### src/rtl/qwo_mul.sv
`timescale 1ns / 1ps
// Shared signed 33x33 multiplier with a registered product.
// Standalone; used by the odometry sequencer.
module qwo_mul (
  input  logic               clk,
  input  logic signed [32:0] op_a,
  input  logic signed [32:0] op_b,
  output logic signed [65:0] prod_r
);

  logic signed [65:0] prod_nxt;

  assign prod_nxt = 66'(op_a) * 66'(op_b);

  always_ff @(posedge clk) begin
    prod_r <= prod_nxt;
  end

endmodule

### config.mk
export PLATFORM = sky130hd
export DESIGN_NAME = qwo_mul
export DESIGN_NICKNAME = d
export VERILOG_FILES = /design/src/rtl/qwo_mul.sv
export SDC_FILE = /design/constraint.sdc
export NUM_CORES = 2
export LEC_CHECK = 0
export ABC_AREA = 1
export BUFFER_PORTS_ARGS = -buffer_cell sky130_fd_sc_hd__buf_4
export CORE_MARGIN = 2
export CORE_UTILIZATION = 67
export CTS_CLUSTER_DIAMETER = 100
export DETAILED_ROUTE_END_ITERATION = 12
export PLACE_DENSITY = 0.85
export RECOVER_POWER = 100
export SLEW_MARGIN = 15
export SYNTH_ARGS = -nofsm -noshare
export SYNTH_HDL_FRONTEND = slang
export SYNTH_SLANG_ARGS = --single-unit
### constraint.sdc
create_clock -name clk -period 8.5 [get_ports clk]
set_input_delay 0.85 -clock clk [delete_from_list [all_inputs] [get_ports clk]]
set_output_delay 0.85 -clock clk [all_outputs]
set_load 0.02 [all_outputs]
# Yosys cells after proc, flatten, opt, wreduce, memory -nomap -nowiden
# Index checks and enable logic that the tools add are counted.
# word_totals
ff_bits,66
inputBits,67
out_inout_bits,66
# op_classes
n_mul,1
# ops
cell,n
multiplier 33 x 33 -> 66 bit,1

# Longest topological paths before layout
# logic_depth
word_depth,1
ltp_mapped,34
mapped_depth_nobuf,32

# Worst setup path after synthesis
# Ideal clock, no wire load.
# synth_timing
path_type,input -> register
start,in op_a[32]
end,reg prod_r[60]
setup_time_ns,0.113
arrival_ns,7.493
required_ns,8.387
slack_ns,0.894
path_stages,23
path_buffers,2
cell_sequence,clkbuf_1 clkbuf_1 nand2_1 inv_1 fa_1 fa_1 fa_1 fa_1 inv_1 fa_1 fa_1 fa_1 fa_1 inv_1 ha_1 nand2_1 nor2_1 inv_1 nor3_1 nand2_1 and2_0 nand4_1 nand2_1
# synth_via
elab_chain_cells,1
# synth_rtl
item,line,text
"start, declared",6,"input logic signed [32:0] op_a,"
multiplier 33 x 33 -> 66 bit,13,assign prod_nxt = 66'(op_a) * 66'(op_b);
net prod_nxt[60],11,logic signed [65:0] prod_nxt;
"end signal, assigned",16,prod_r <= prod_nxt;
"end, declared",8,output logic signed [65:0] prod_r
# The timed path passes the listed nets, and every way through them passes these cells.

# Final worst setup path
# layout_timing
start,in op_a[0]
end,reg prod_r[37]
# The elaborated chain is that of the path after synthesis.

==> key figures <==
Status
  – Status: complete, no violations

Clocking
  – H-tree depth: 3
  – Hold buffer count at cts: 0
  – Clock transition at path regs: 0.07 ns
  – Root buffer selected by CTS: clkbuf_16
  – Post-CTS Setup Inserts: 0
  – Clock sink total: 66
  – CTS tree: yes
  – CTS Buf Count: 9
  – Post-CTS resize count: 0
  – Max Buffers Root-to-Sink: 2

Route
  – DRT Wirelength: 115000 microns
  – Detailed-route via count: 33905
  – Drc violations: 0
  – Antenna-violating nets left: 0
  – WL/cell: between 15 and 20 microns
  – Drt pass-1 iters: 6
  – Iter 0 DRT Violations: 2727
  – Vias per cell: 5.38

Yosys
  – Library cells used by synthesis: 32
  – Mapped Cells: roughly 5500
  – Seq cells post-synth: 66
  – Mux cell area share after synthesis: 0%
  – Post-Synth Simple-Gate Area: between 10% and 20%
  – Synth top area cells: fa_1, inv_1, nand2_1
  – Sequential share of the synthesized area: 3.06%
  – Synth warnings: 0
  – Post-Syn Area: 43200 sq um
  – Largest family of logic cells by synthesized area: adder cells
  – Synth Net Count: 6978
  – Synth area leader: fa_1
  – Post-synthesis adder-cell area fraction: 59.4%
  – Xor/xnor share of the synthesized area: 0.791%
  – Synth Area per Inst: 7.78 sq um
  – Compound-cell area share of the yosys netlist: about 1.3%
  – Post-synth top area share: 53.1%

Global routing
  – Vias in the first global route: 38296
  – GRT Util Overall: roughly 37%
  – First-pass GRT wire length: 191000 microns
  – Largest net degree at the start of global routing: 34
  – Antenna violations before repair: 5
  – Remaining global-route overflow: 0

Cells and area
  – Max reg flops: 66
  – Fillers: 5065
  – Most frequent cells in the layout: inv_1, nand2_1, fa_1
  – Largest registers: prod_r (66)
  – P&R area growth vs syn: 2.86%
  – Most common cell after layout, fill and taps aside: inv_1
  – Layout cell share with drive strength beyond 1: between 2 and 3%
  – # nets final: 6873
  – Top reg by flops: prod_r

Worst setup path
  – Maximum fanout along the worst path: 23
  – WP data arrival: roughly 8.1 ns
  – Startpoint Class: input port
  – Critical Path Sink Type: flop
  – CP Data Required Time: 8.72 ns
  – Kind of critical path: input port to flop

Placed design
  – Final HPWL DP: 95700 microns
  – Port-buffer cells: between 100 and 150
  – GPL Wtd Cong: 0.999

Run
  – Number of max-cap violations: 0

Min path
  – Hold WC Path Type: input port to flop
  – Hold Crit Depth: 3

STA
  – Final Cycle Share: 92.7%
  – Final Hold Fails: 0
  – Setup TNS: 0 ns
  – RSZ-0062 raised after global routing: no
  – Relative max-transition margin: 1.38%
  – Achievable Freq: about 0.13 GHz
  – Least-Margin Pin Slew: 1.48 ns
  – Finish-stage setup viols: 0
  – Max Transition Viols Final: 0
  – Post-layout min period: 7.88 ns

Die
  – Ports: around 130
  – Std cell rows: 93
  – Starting Density: between 60% and 70%
  – Die H: 258 microns
  – Die X: between 200 and 300 microns
  – Die area: 66500 sq um
  – Core Region: approximately 64000 sq um
[area by class of cell]
class | count | area [sq um] | share of cell area [%]
multi-input combinational | 3318 | 33700 | 75.8
sequential | 66 | 1320 | 2.98
tap | 855 | 1070 | 2.41
antenna | 1 | 2.50 | 0.00563
clock buffer | 10 | 239 | 0.538
timing repair buffer | 147 | 848 | 1.91
clock inverter | 6 | 113 | 0.254
inverter | 1902 | 7140 | 16.1
[critical path: stages]
cell,delay (ns)
clkbuf_1,0.56
clkbuf_1,1.14
nand2_1,0.17
fa_1,0.54
inv_1,0.05
fa_1,0.36
inv_1,0.09
fa_1,0.45
fa_1,0.50
inv_1,0.05
ha_1,0.27
ha_1,0.30
fa_1,0.50
fa_1,0.42
ha_1,0.43
nand2_1,0.17
nor2_1,0.28
nand2_1,0.15
inv_1,0.07
nand2_1,0.05
nand2_1,0.17
nand2_1,0.07
nand2_1,0.10
xor2_1,0.34
[worst paths after layout]
path    start                  to  slack, ns
min   op_b[0]   prod_r[0]$_DFF_P_       0.95
max   op_a[0]  prod_r[37]$_DFF_P_       0.62
[per-layer routing]
layer  track usage, %  share of wire, %  wire length [microns]
met4             19.5               6.2                   7140
met2             63.9                50                  57200
met3             6.39               8.8                  10100
met1             43.8                35                  40200
met5                0             0.043                     49
[cell families after synthesis]
kind of cell	count (synthesis)
adder cells (fa/ha/maj)	1362
AND/OR/NAND/NOR	1812
buffers and inverters	2165
XOR/XNOR	39
flip-flops	66
AO/OA/AOI/OAI	105
[cells in the mapped netlist (all sizes together)]
library cell,n
a21boi,1
a21o,3
a21oi,64
and2,3
buf,2
clkbuf,261
dfxtp,66
fa,1145
ha,217
inv,1902
nand2,1538
nand3,78
nand3b,4
nand4,19
nor2,151
nor3,8
nor4,5
o21a,1
o21ai,24
o21bai,12
or2,6
xnor2,4
xor2,35
[metrics by stage]
step | hold slack [ns] | cells | cell area [sq um] | util, % | setup slack, ns
floorplan | 1.11 | 5549 | 43200 | - | 0.894
global placement | 1.26 | 6288 | 44400 | 69.2 | 0.585
detailed placement | 1.26 | 6288 | 44400 | 69.2 | 0.553
CTS | 0.932 | 6304 | 44700 | 69.7 | 0.885
global route | 0.962 | 6305 | 44400 | 69.3 | 0.275
finish | 0.945 | 6305 | 44400 | 69.3 | 0.619
Power is left out: the tool's default activity adds up to more than one toggle a clock period on the data nets, which glitch-free logic cannot reach.
